===== src/rtl/ipid_pkg.sv =====
package ipid_pkg;

  // default number of fraction bits of gains, increment and drive
  localparam int unsigned FRAC_BITS_DEF = 8;

  // field and datapath widths
  localparam int unsigned IN_W    = 16;
  localparam int unsigned ERR_W   = 17;
  localparam int unsigned DP_W    = 18;
  localparam int unsigned DD_W    = 19;
  localparam int unsigned GAIN_W  = 16;
  localparam int unsigned PP_W    = GAIN_W + 1 + DP_W;
  localparam int unsigned PI_W    = GAIN_W + 1 + ERR_W;
  localparam int unsigned PD_W    = GAIN_W + 1 + DD_W;
  localparam int unsigned INC_W   = PD_W + 2;
  localparam int unsigned DRIVE_W = 24;
  localparam int unsigned DUTY_W  = 16;
  localparam int unsigned ACC_W   = INC_W + 1;
  localparam int unsigned CFG_IDX_W = 3;
  localparam int unsigned CFG_DATA_W = 16;

  // register reset values
  localparam logic [15:0]        STEP_LIMIT_RST  = 16'd1536;
  localparam logic signed [15:0] DRIVE_UPPER_RST = 16'sd100;
  localparam logic signed [15:0] DRIVE_LOWER_RST = -16'sd100;

  // register indexes
  typedef enum logic [CFG_IDX_W-1:0] {
    REG_GAIN_PROP   = 3'd0,
    REG_GAIN_INTEG  = 3'd1,
    REG_GAIN_DERIV  = 3'd2,
    REG_STEP_LIMIT  = 3'd3,
    REG_DRIVE_UPPER = 3'd4,
    REG_DRIVE_LOWER = 3'd5
  } cfg_idx_e;

  typedef struct packed {
    logic [GAIN_W-1:0]  gain_prop;
    logic [GAIN_W-1:0]  gain_integ;
    logic [GAIN_W-1:0]  gain_deriv;
    logic [15:0]        step_limit;
    logic signed [15:0] drive_upper;
    logic signed [15:0] drive_lower;
  } cfg_t;

  typedef struct packed {
    logic signed [IN_W-1:0] setpoint;
    logic signed [IN_W-1:0] measured;
  } in_t;

  typedef struct packed {
    logic signed [DUTY_W-1:0]  duty;
    logic signed [DRIVE_W-1:0] drive_fixed;
  } out_t;

  // error terms handed from the error stage to the multiply stage
  typedef struct packed {
    logic signed [ERR_W-1:0] e0;
    logic signed [DP_W-1:0]  dp;
    logic signed [DD_W-1:0]  dd;
  } diff_t;

  // pipeline handshake between two stages
  typedef struct packed {
    logic vld;
    logic take;
  } hs_t;

endpackage


===== src/rtl/ipid_cfg.sv =====
module ipid_cfg (
  input  logic                                clk_i,
  input  logic                                rst_ni,
  input  logic                                cfg_valid_i,
  output logic                                cfg_ready_o,
  input  logic [ipid_pkg::CFG_IDX_W-1:0]      cfg_index_i,
  input  logic [ipid_pkg::CFG_DATA_W-1:0]     cfg_data_i,
  output ipid_pkg::cfg_t                      cfg_o
);

  ipid_pkg::cfg_t cfg_q, cfg_d;

  assign cfg_ready_o = 1'b1;

  // register decode, unknown indexes are dropped
  always_comb begin
    cfg_d = cfg_q;
    if (cfg_valid_i) begin
      case (ipid_pkg::cfg_idx_e'(cfg_index_i))
        ipid_pkg::REG_GAIN_PROP:   cfg_d.gain_prop   = cfg_data_i;
        ipid_pkg::REG_GAIN_INTEG:  cfg_d.gain_integ  = cfg_data_i;
        ipid_pkg::REG_GAIN_DERIV:  cfg_d.gain_deriv  = cfg_data_i;
        ipid_pkg::REG_STEP_LIMIT:  cfg_d.step_limit  = cfg_data_i;
        ipid_pkg::REG_DRIVE_UPPER: cfg_d.drive_upper = $signed(cfg_data_i);
        ipid_pkg::REG_DRIVE_LOWER: cfg_d.drive_lower = $signed(cfg_data_i);
        default: cfg_d = cfg_q;
      endcase
    end
  end

  always_ff @(posedge clk_i or negedge rst_ni) begin
    if (!rst_ni) begin
      cfg_q.gain_prop   <= '0;
      cfg_q.gain_integ  <= '0;
      cfg_q.gain_deriv  <= '0;
      cfg_q.step_limit  <= ipid_pkg::STEP_LIMIT_RST;
      cfg_q.drive_upper <= ipid_pkg::DRIVE_UPPER_RST;
      cfg_q.drive_lower <= ipid_pkg::DRIVE_LOWER_RST;
    end else begin
      cfg_q <= cfg_d;
    end
  end

  assign cfg_o = cfg_q;

endmodule


===== config.mk =====
export PLATFORM = sky130hd
export DESIGN_NAME = ipid_cfg
export DESIGN_NICKNAME = d
export VERILOG_FILES = /design/src/rtl/ipid_pkg.sv /design/src/rtl/ipid_cfg.sv
export SDC_FILE = /design/constraint.sdc
export NUM_CORES = 1
export LEC_CHECK = 0
export ABC_AREA = 1
export BUFFER_PORTS_ARGS = -buffer_cell sky130_fd_sc_hd__clkbuf_2
export CAP_MARGIN = 20
export CORE_MARGIN = 5
export CORE_UTILIZATION = 45
export DETAILED_ROUTE_END_ITERATION = 8
export PLACE_DENSITY_LB_ADDON = 0.08
export SETUP_SLACK_MARGIN = 0.3
export SLEW_MARGIN = 20
export SYNTH_ARGS = -nofsm -noshare
export SYNTH_HDL_FRONTEND = slang
export SYNTH_SLANG_ARGS = --single-unit

===== constraint.sdc =====
create_clock -name clk_i -period 0.8 [get_ports clk_i]
set_input_delay 0.04 -clock clk_i [delete_from_list [all_inputs] [get_ports clk_i]]
set_output_delay 0.04 -clock clk_i [all_outputs]
set_load 0.02 [all_outputs]

==> results.txt, run 1 <==
- Across the run, the number of max-cap violations was 0.
* Overall fraction of global-route tracks in use: 21.7%
- Pleak: 3.22 nW
* Cell-by-cell listing of the critical path: buf_8
- Setup violations remaining at the end of the flow were counted as 106.
- Clock latency on the worst-skew pair, taken at its later pin, is 0.35 ns.
* Max clock buf depth: 2
- Hold WS: -0.351 ns
- CP Launch Type: flip-flop
- CTS Sinks: 96
- Tightest Hold Check Type: in -> async
* Initial antenna violation count: 0
- The checks that failed: negative hold slack, negative setup slack.
- Antenna viol nets, final: 0
- Static timing analysis puts the maximum clock frequency at 916 MHz.
- In this design, the stage delay of the slowest critical-path cell is 0.58 ns.
- Synthesized net count: 449
* I/O pin count: 119
* Crit path required time: 0.76 ns
- Period minus WS final: 1.09 ns
* DP HPWL: 7290 um
- For this design the ratio of total power to cell area is 2500 nW/um2.
- Syn-to-layout area delta: 61.3%
* Total number of yosys warnings: 0
- Worst Path Class, Setup: reg -> out
- Total clock buffers created by CTS: 9
- Number of global-route vias before repair: 3,297
- Number of vias per cell: 4.99
- Clock tree from TritonCTS: yes
* Sum of negative setup slack: -16.88 ns
* Flip-flop count of the largest register after layout: 96
- Share of the yosys chip area belonging to registers: 63.7%
* Number of storage elements in the synthesis netlist: 96
* Die outline area: 10,400 um2
* Die outline width: 102 um
- Post-detailed-routing wire length: 11,500 um
- Number of antenna cells inserted: 0
* Buffers on Ports: 117
- First drt pass iteration count: 5
- After layout, the worst setup slack is -0.292 ns.
- Die height: 102 um
* Post-synthesis area per instance: 8.92 um2
- Data arrival at the endpoint of the critical path: 1.05 ns
- After detailed routing, the number of remaining DRC violations is 0.
- Summed over all layers, the global routing overflow is 0.
- VDD IR max: 1.36 mV
* Slew Limit Fails: 0
- Count of nets after finishing: 615
* Post-route fraction of the period consumed by the critical path: 136%
- First-pass GRT wire length: 17,300 um
- Pin count of the biggest net entering global routing: 56
- Clock skew on the completed layout was measured at 0 ns.
* Fraction of layout cells with a size suffix above 1: 48.5%
- Mean routed wirelength per cell: 16.4 um
* Initial DRC count: 129
* Instance count of the mapped netlist: 427
- Cell area after synthesis: 3810 um2
- Across all register-to-register paths, the minimum setup slack is -0.11 ns.
- In this design, the largest share of critical-path delay is due to flip-flops.
- Clock slew at reported path FFs: 0.09 ns
- The run finished, with violations left.
- Routability Congestion: 0.763
- Count of different cell masters after synthesis: 13
- The count of final hold-check violations came to 104.
- The initial utilization of the core area, before any placement, comes to 46.3%.
- The worst setup path is captured at an output port.
- CP bufs+invs: 1
* Worst Path Max Fanout: 2
* Core Region: 8220 um2
* Overall via count from detail_route: 3,505
- Biggest area consumer among synthesized cells: sky130_fd_sc_hd__dfrtp_1
- Number of levels the H-tree was split into: 3
* Setup repair after global routing missed its margin: yes
- After synthesis, the largest area contributor takes up 51.9% of total cell area.
- The largest individual stage delay along the critical path comes from the cell sky130_fd_sc_hd__dfstp_2.
- By area the synthesized netlist is led by sky130_fd_sc_hd__dfrtp_1 (52%), sky130_fd_sc_hd__nand2_1 (23%), sky130_fd_sc_hd__dfstp_2 (12%).
- The floorplan has 33 rows.
- Clock tree synthesis selected as its root buffer the cell sky130_fd_sc_hd__clkbuf_8.
-- where the power goes --
part           internal, mW  total (mW)  switching, mW  leakage [nW]
sequential             5.93        6.77          0.837          1.14
clock                  1.15        2.91           1.76        0.0870
combinational          3.05        5.70           2.65          1.99
total                  10.1        15.4           5.24          3.22
-- stage by stage --
step	instances	setup slack (ns)	power, mW	cell area, um2	utilization, %
6_report	703	-0.292	15.4	6140	74.7
5_1_grt	703	-0.324	16.1	6140	74.7
4_1_cts	680	-0.307	13.7	5310	64.7
3_5_place_dp	645	-0.226	10.0	4650	56.5
3_3_place_gp	645	-0.188	9.94	4650	56.5
2_1_floorplan	427	0.0671	8.50	3930	-
-- cells in the final DEF, fill, tap and decap left out, drive strengths merged --
cell      netlist  final
dfstp          17     17
nand2         234    234
inv             6      8
clkinvlp        0      1
dfrtp          79     79
clkbuf          3     42
buf            17    143
conb            1      1
nand3          64     64
clkinv          0      3
nor2            6      6
-- cell families (layout without fill, tap and decap cells) --
kind of cell           after synthesis  in the layout  share of synthesized area, %
buffers and inverters               26            197                          3.38
DFF                                 96             96                          63.7
other                                1              1                        0.0985
and+or+nand+nor                    304            304                          32.9
-- per-layer routing --
metal | vias to the layer above | GRT usage (%) | wire [um]
met5 | - | 0 | 0
met4 | 0 | 4.84 | 161
met3 | 16 | 4.91 | 766
met2 | 127 | 33.8 | 5630
met1 | 1702 | 31.3 | 4950
li1 | 1660 | - | -
-- Yosys cell counts, drive strengths merged --
master / number
nor2: 6
buf: 17
dfrtp: 79
nand2: 234
nand3: 64
dfstp: 17
clkbuf: 3
inv: 6
conb: 1
-- final timing paths --
path	from	to	depth (start not counted)
max	cfg_o[13]	cfg_o[13]	1
min	rst_ni	cfg_o[38]	2
max reg2reg	cfg_o[41]	cfg_o[41]	4
min reg2reg	cfg_o[21]	cfg_o[21]	2
max in group asynchronous	rst_ni	cfg_o[8]	2
min in group clk_i	cfg_data_i[4]	cfg_o[4]	3
-- timing repair --
item	4_1_cts	5_1_grt
resized for setup	79	285
endpoints found under the setup margin	192	192
cloned	0	0
pin swaps	10	25
setup buffers	19	23
endpoints found under the hold margin	118	100
-- layout make-up --
| class | count | area, um2 |
|---|---|---|
| Sequential cell | 96 | 2460 |
| Fill cell | 582 | 2080 |
| Timing Repair Buffer | 175 | 1920 |
| Multi-Input combinational cell | 305 | 1420 |
| Tap cell | 105 | 131 |
| Clock buffer | 10 | 128 |
| Clock inverter | 6 | 43.8 |
| Inverter | 6 | 37.5 |
Note: power is estimated with default switching activity, not from simulation.
==> run 2, diff against run 1 <==
- CORE_MARGIN: 5 -> default
==> results.txt, run 2 (synthesis gave the netlist of run 1 again) <==
* Tightest Hold Check Type: in -> reg
- STA classifies the critical path endpoint as an output port.
- The final layout contains routed wiring with a total length of 11,500 um.
- Crit path required time: 0.76 ns
- Number of maximum-capacitance constraint violations: 0
- Max clock buf depth: 2
* Worst stage delay on the critical path: 0.57 ns
* Worst slack at placement: -0.236 ns
- Power spent charging and discharging nets: 5.16 mW
- CTS Sinks: 96
* Leading cell type in the layout, fill and taps excluded: sky130_fd_sc_hd__nand2_1
- Antenna viol nets, final: 0
- Flip-flop count of the largest register after layout: 96
* Worst-case hold path end point: cfg_o[4]
- Number of levels the H-tree was split into: 3
- Counting tap cells, the placed design contains a total of 648 instances.
- The initial antenna violation count came to 0.
* Worst r2r src: cfg_o[59]
* Maximum achievable frequency: 923 MHz
- Overall fraction of global-route tracks in use: 25.9%
- IR analysis of the VDD net gives a maximum drop of 1.21 mV.
* Placed standard-cell area: 4670 um2
- Once routing completed, OpenROAD measured the worst setup slack at -0.283 ns.
- Slew Limit Fails: 0
- TritonCTS built the clock tree.
- The completed layout was analyzed and its total power is 15.7 mW.
- In this run the most critical hold path is launched from cfg_data_i[4].
- The core region is 8220 um2.
- Number of global-route vias before repair: 3,287
- Measured along the x axis, the die boundary spans 94.0 um.
- Overall via count from detail_route: 3,560
- For this design the top-level I/O count stands at 119.
- Walking the worst path, the cells encountered are buf_8.
- 0 antenna diodes ended up in the layout.
* Commonest cells after routing, fill and taps aside: sky130_fd_sc_hd__nand2_1 (177), sky130_fd_sc_hd__buf_6 (102), sky130_fd_sc_hd__nand3_1 (64)
- The internal power of the cells totals 10.6 mW.
- The root buffer cell chosen for the clock tree is sky130_fd_sc_hd__clkbuf_8.
- The share of total power dissipated in combinational logic is 36.7%.
* Hold WS: -0.0308 ns
- Fill cells in the final layout number 605.
* Pin count of the biggest net entering global routing: 36
- Number of vias per cell: 5.03
* Syn-to-layout area delta: 63.3%
* Switching part of the total: 32.8%
- Seq pwr share: 43.1%
* Pwr Density: 2530 nW/um2
- The initial utilization of the core area, before any placement, comes to 46.3%.
* Number of cell instances on the worst register-to-register path: 4
- Status: finished, violations left
* Initial DRC count: 184
* Buffers on Ports: 117
- Final instance count without filler cells: 708
- Total clock buffers created by CTS: 9
- In this run the static leakage power is 3.25 nW.
* Number of instances on the worst hold path: 3
* Setup repair after global routing missed its margin: yes
* CP bufs+invs: 1
* Routability Congestion: 0.787
- Clock latency reported for the late side of the worst-skew pair: 0.35 ns
- Clock slew at reported path FFs: 0.09 ns
* Period minus WS final: 1.08 ns
- Dividing the detail-routed wire length by the instance count gives 16.2 um.
- Before antenna repair, the detailed router went through 6 iterations.
- The total overflow left after global routing is 0.
* Worst Path Class, Setup: reg -> out
- Critical-path cell with the highest stage delay: sky130_fd_sc_hd__dfstp_2
- The checks that failed: negative hold slack, negative setup slack.
* Clock Skews: 0 ns
- Row generation in the floorplan step produced 33 rows.
* Summed area of non-filler cells in the final layout: 6220 um2
* Endpoint of the worst register-to-register path: cfg_o[59]
- Summed over all nets, the half-perimeter wirelength after detailed placement is 7130 um.
* First-pass GRT wire length: 16,900 um
- Post-route fraction of the period consumed by the critical path: 135%
* Number of hold-slack violations in the final timing report: 10
* Die outline area: 8830 um2
- In this run the vertical extent of the chip is 94.0 um.
* Top cell family by delay on the critical path: flip-flops
- STA classifies the critical path startpoint as a flip-flop.
- At the end of the flow, the number of nets in the layout was 620.
- Setup violations remaining at the end of the flow were counted as 107.
- Worst Path Max Fanout: 2
- After detailed routing, the number of remaining DRC violations is 0.
- Fraction of layout cells with a size suffix above 1: 50.1%
- At the worst endpoint, the arrival time is 1.04 ns.
* Register-to-register setup slack: -0.08 ns
* Part of the total power dissipated in the clock network: 20.2%
run 2: worst min-delay path: stages:
cell and delay (ns):
sky130_fd_sc_hd__clkbuf_2 0.14, sky130_fd_sc_hd__nand2_1 0.09, sky130_fd_sc_hd__nand2_1 0.05
run 2: what timing repair did:
action	4_1_cts	5_1_grt
hold endpoints to repair	116	107
endpoints found under the setup margin	192	288
gates cloned	0	0
hold buffers	1	1
gates resized for setup	72	294
pin swaps	12	30
buffers inserted	17	26
run 2: final cells by class:
class | count | area, um2 | area share, %
clock buffers | 13 | 149 | 2.40
clock inverters | 3 | 42.5 | 0.684
inverters | 6 | 37.5 | 0.604
multi-input cells | 305 | 1440 | 23.1
flip-flops and latches | 96 | 2460 | 39.5
well taps | 105 | 131 | 2.11
repair buffers | 180 | 1960 | 31.6
run 2: how the worst max path moves through the flow:
stage | slack, ns | endpoint | cells past startpoint | startpoint
after global routing | -0.32 | cfg_o[22] | 1 | cfg_o[22]
final | -0.28 | cfg_o[41] | 1 | cfg_o[41]
after floorplan | 0.07 | cfg_o[21] | 2 | cfg_o[21]
after detailed placement | -0.24 | cfg_o[34] | 6 | cfg_valid_i
after CTS | -0.31 | cfg_o[13] | 1 | cfg_o[13]
after global placement | -0.21 | cfg_o[79] | 6 | cfg_index_i[0]
run 2: power by group through the flow:
stage / combinational, mW / sequential [mW] / clock (mW)
after floorplan: 0.866 / 7.64 / 0
after global placement: 3.38 / 6.52 / 0
after detailed placement: 3.46 / 6.55 / 0
after CTS: 4.19 / 6.51 / 3.22
after global routing: 6.19 / 6.85 / 3.43
final: 5.78 / 6.77 / 3.17
run 2: layer usage:
layer	wire (um)	part of all wire (%)	vias to the layer above	track usage (%)
li1	-	-	1670	-
met4	186	1.6	0	7.95
met5	0	0	-	0
met1	4910	43	1759	35.6
met2	5780	50	116	40.1
met3	613	5.3	15	6.88
run 2: metrics by stage:
step | util (%) | setup TNS (ns)
floorplan | - | 0
global placement | 56.8 | -16.59
detailed placement | 56.8 | -18.34
CTS | 65.1 | -17.98
global route | 75.7 | -21.21
finish | 75.7 | -17.14
==> run 3, diff against run 2 <==
--- a/config.mk
+++ b/config.mk
@@ -6,5 +6,4 @@
 export NUM_CORES = 1
 export LEC_CHECK = 0
-export ABC_AREA = 1
 export BUFFER_PORTS_ARGS = -buffer_cell sky130_fd_sc_hd__clkbuf_2
 export CAP_MARGIN = 20
==> constraint.sdc (replaced) <==
create_clock -name clk_i -period 0.8 [get_ports clk_i]
set_input_delay 0.04 -clock clk_i [delete_from_list [all_inputs] [get_ports clk_i]]
set_output_delay 0.04 -clock clk_i [all_outputs]
set_load 0.01 [all_outputs]
==> results.txt, run 3 <==
* Post-synthesis area per instance: 17.7 um2
- For this configuration, the core starts out at a cell density of 47.3%.
- In this run the critical register-to-register path is launched from cfg_o[79].
- Clock tree from TritonCTS: yes
- The worst path uses 132% of the clock period.
- The library cell used most frequently in the layout, excluding fill and tap cells, is sky130_fd_sc_hd__mux2_4.
- Maximum achievable frequency: 944 MHz
- Area taken by flip-flops and latches: 2420 um2
- In this run the cell area of the synthesized design comes to 3710 um2.
- Period minus WS final: 1.06 ns
* Overall fraction of global-route tracks in use: 22.8%
- Along the worst path, the maximum fanout reaches 2.
* Pin count of the biggest net entering global routing: 33
* Count of nets after finishing: 419
* Commonest cells after routing, fill and taps aside: sky130_fd_sc_hd__mux2_4 (87), sky130_fd_sc_hd__clkbuf_2 (85), sky130_fd_sc_hd__dfrtp_1 (79)
- Critical Path Sink Type: output port
- The synthesized netlist devotes 0% of its cell area to compound gates.
- Synthesis produced a netlist with a net count of 232.
- On the final layout, the worst hold slack is -0.480 ns.
* Worst Path Class, Setup: reg -> out
- In the final routed layout, each cell accounts on average for 18.9 um.
- Initial antenna violation count: 0
* DRC violation count after routing: 0
- Fraction of post-synthesis cell area in the top cell type by area: 53.3%
* Share of async-settable or async-resettable flops after synthesis: 100%
- Overall via count from detail_route: 2,434
* Number of levels the H-tree was split into: 3
- The synthesized netlist devotes 0% of its cell area to adder and majority cells.
- Synth Flop Type: sky130_fd_sc_hd__dfrtp_1
- Fraction of layout cells with a size suffix above 1: 79.9%
* Core Region: 7850 um2
- DP HPWL: 5710 um
- The number of pins exceeding their max-slew limit in the final report is 0.
* Buffers on Ports: 117
- Sum of negative setup slack: -17.70 ns
- Root buf cell: sky130_fd_sc_hd__clkbuf_8
- The die is 92.8 um tall.
* Cell-by-cell listing of the critical path: buf_6
* Die outline area: 8610 um2
- The final layout contains routed wiring with a total length of 9510 um.
- The count of final hold-check violations came to 95.
- Final worst slack: -0.260 ns
* VDD IR max: 1.54 mV
* First drt pass iteration count: 4
- The worst setup path is launched from a flip-flop.
- After clock tree synthesis, the clock-pin slew on the worst setup and hold paths is 0.10 ns.
* Routability Congestion: 0.708
- The floorplan has 32 rows.
- Die outline width: 92.8 um
* Tightest Hold Check Type: in -> async
* Total number of yosys warnings: 0
- Dominant cell by count in the synthesized netlist: sky130_fd_sc_hd__mux2_2
* Main combinational cell family by area after synthesis: multiplexers
- Critical-path cell with the highest stage delay: sky130_fd_sc_hd__dfstp_2
* Number of storage elements in the synthesis netlist: 96
* Worst stage delay on the critical path: 0.56 ns
* Simple-gate share of the synthesized area: 2.46%
* Crit path required time: 0.76 ns
- After detailed routing, the number of vias per cell comes to 4.83.
- For this run the aggregate overflow at the end of global routing stands at 0.
* CP bufs+invs: 1
- Share of the yosys chip area belonging to registers: 65.3%
- Post-Synth XOR/XNOR Area: 0%
* Setup repair after global routing missed its margin: yes
- Post-synthesis mux area share: 29.1%
- Violations in the final reports: negative hold slack, negative setup slack
- At the worst endpoint, the arrival time is 1.02 ns.
* Flip-flop count of the largest register after layout: 96
- After synthesis, the netlist uses 13 different library cells.
* Count of flip-flops with a built-in enable after synthesis: 0
- For this design the ratio of total power to cell area is 2510 nW/um2.
* I/O pin count: 119
- For this block, the initial DRC count from the detailed router was 62.
- 0 antenna diodes ended up in the layout.
* Pleak: 2.97 nW
- The run finished, with violations left.
* Share of the core filled with cells in the final layout: 75.0%
- Yosys attributes the largest share of cell area to sky130_fd_sc_hd__dfrtp_1 (53%), sky130_fd_sc_hd__mux2_2 (29%), sky130_fd_sc_hd__dfstp_2 (12%).
- Top cell family by delay on the critical path: flip-flops
* Antenna viol nets, final: 0
- Setup violations remaining at the end of the flow were counted as 149.
- Total clock buffers created by CTS: 9
- In the synthesized netlist, the cells that appear most often are sky130_fd_sc_hd__mux2_2 (95), sky130_fd_sc_hd__dfrtp_1 (79), sky130_fd_sc_hd__dfstp_2 (17).
- Number of global-route vias before repair: 2,466
* First-pass GRT wire length: 14,400 um
- Summing all multi-input logic gate instances after layout gives 1530 um2.
- Tracing the worst setup path back leads to its startpoint at cfg_o[14].
* Clock latency reported for the late side of the worst-skew pair: 0.35 ns
- The filler cells instantiated in the layout total 489.
- Syn-to-layout area delta: 58.6%
* Max clock buf depth: 2
- Number of maximum-capacitance constraint violations: 0
* CTS Sinks: 96
- Instance count of the mapped netlist: 210
- The biggest area contributor in the post-synthesis netlist is sky130_fd_sc_hd__dfrtp_1.
* Clock Skews: 0 ns
[run 3: cells by family after synthesis]
logic type | Yosys count
other cells | 1
mux | 96
buf+inv | 11
flops | 96
simple gates | 6
[run 3: final timing paths]
| check | end | slack (ns) | cells past startpoint |
|---|---|---|---|
| hold / removal | cfg_o[88] | -0.48 | 1 |
| setup / recovery | cfg_o[14] | -0.26 | 1 |
| hold reg to reg | cfg_o[36] | 0.51 | 1 |
| setup reg to reg | cfg_o[79] | -0.12 | 2 |
| max in group asynchronous | cfg_o[2] | 0.77 | 2 |
| min in group clk_i | cfg_o[52] | 0 | 2 |
[run 3: cell type report]
type / instances / share of cell area [%]
sequential: 96 / 41.2
timing repair buffer: 187 / 27.6
multi-input combinational: 103 / 26.0
clock buffer: 11 / 2.40
tap: 102 / 2.17
clock inverter: 5 / 0.701
[run 3: power breakdown]
part	internal [mW]	total [mW]	switching, mW
clock network	1.24	2.96	1.72
registers	6.06	6.79	0.722
logic	3.29	5.06	1.77
total	10.6	14.8	4.22
[run 3: what timing repair did]
action                     CTS  global route
hold endpoints to repair   129            94
cloned                       3             0
resized for setup           66            80
pin swaps                    4             2
setup endpoints to repair  192           192
buffers inserted            27            23
[run 3: through the flow]
stage	worst slack [ns]	instances	hold slack [ns]	power, mW	cell area, um2
floorplan	-0.425	210	-0.256	8.55	3910
global placement	-0.377	435	-0.0905	10.1	4730
detailed placement	-0.402	435	-0.0899	10.2	4730
CTS	-0.295	481	-0.494	14.0	5460
global route	-0.301	504	-0.494	15.5	5890
finish	-0.260	504	-0.480	14.8	5890
[run 3: layer usage]
metal	share of wire [%]	GRT usage [%]	wire [um]
met5	0	0	0
met3	5.2	4.68	497
met4	1.2	7.82	112
met1	47	33.4	4490
met2	46	33.8	4400
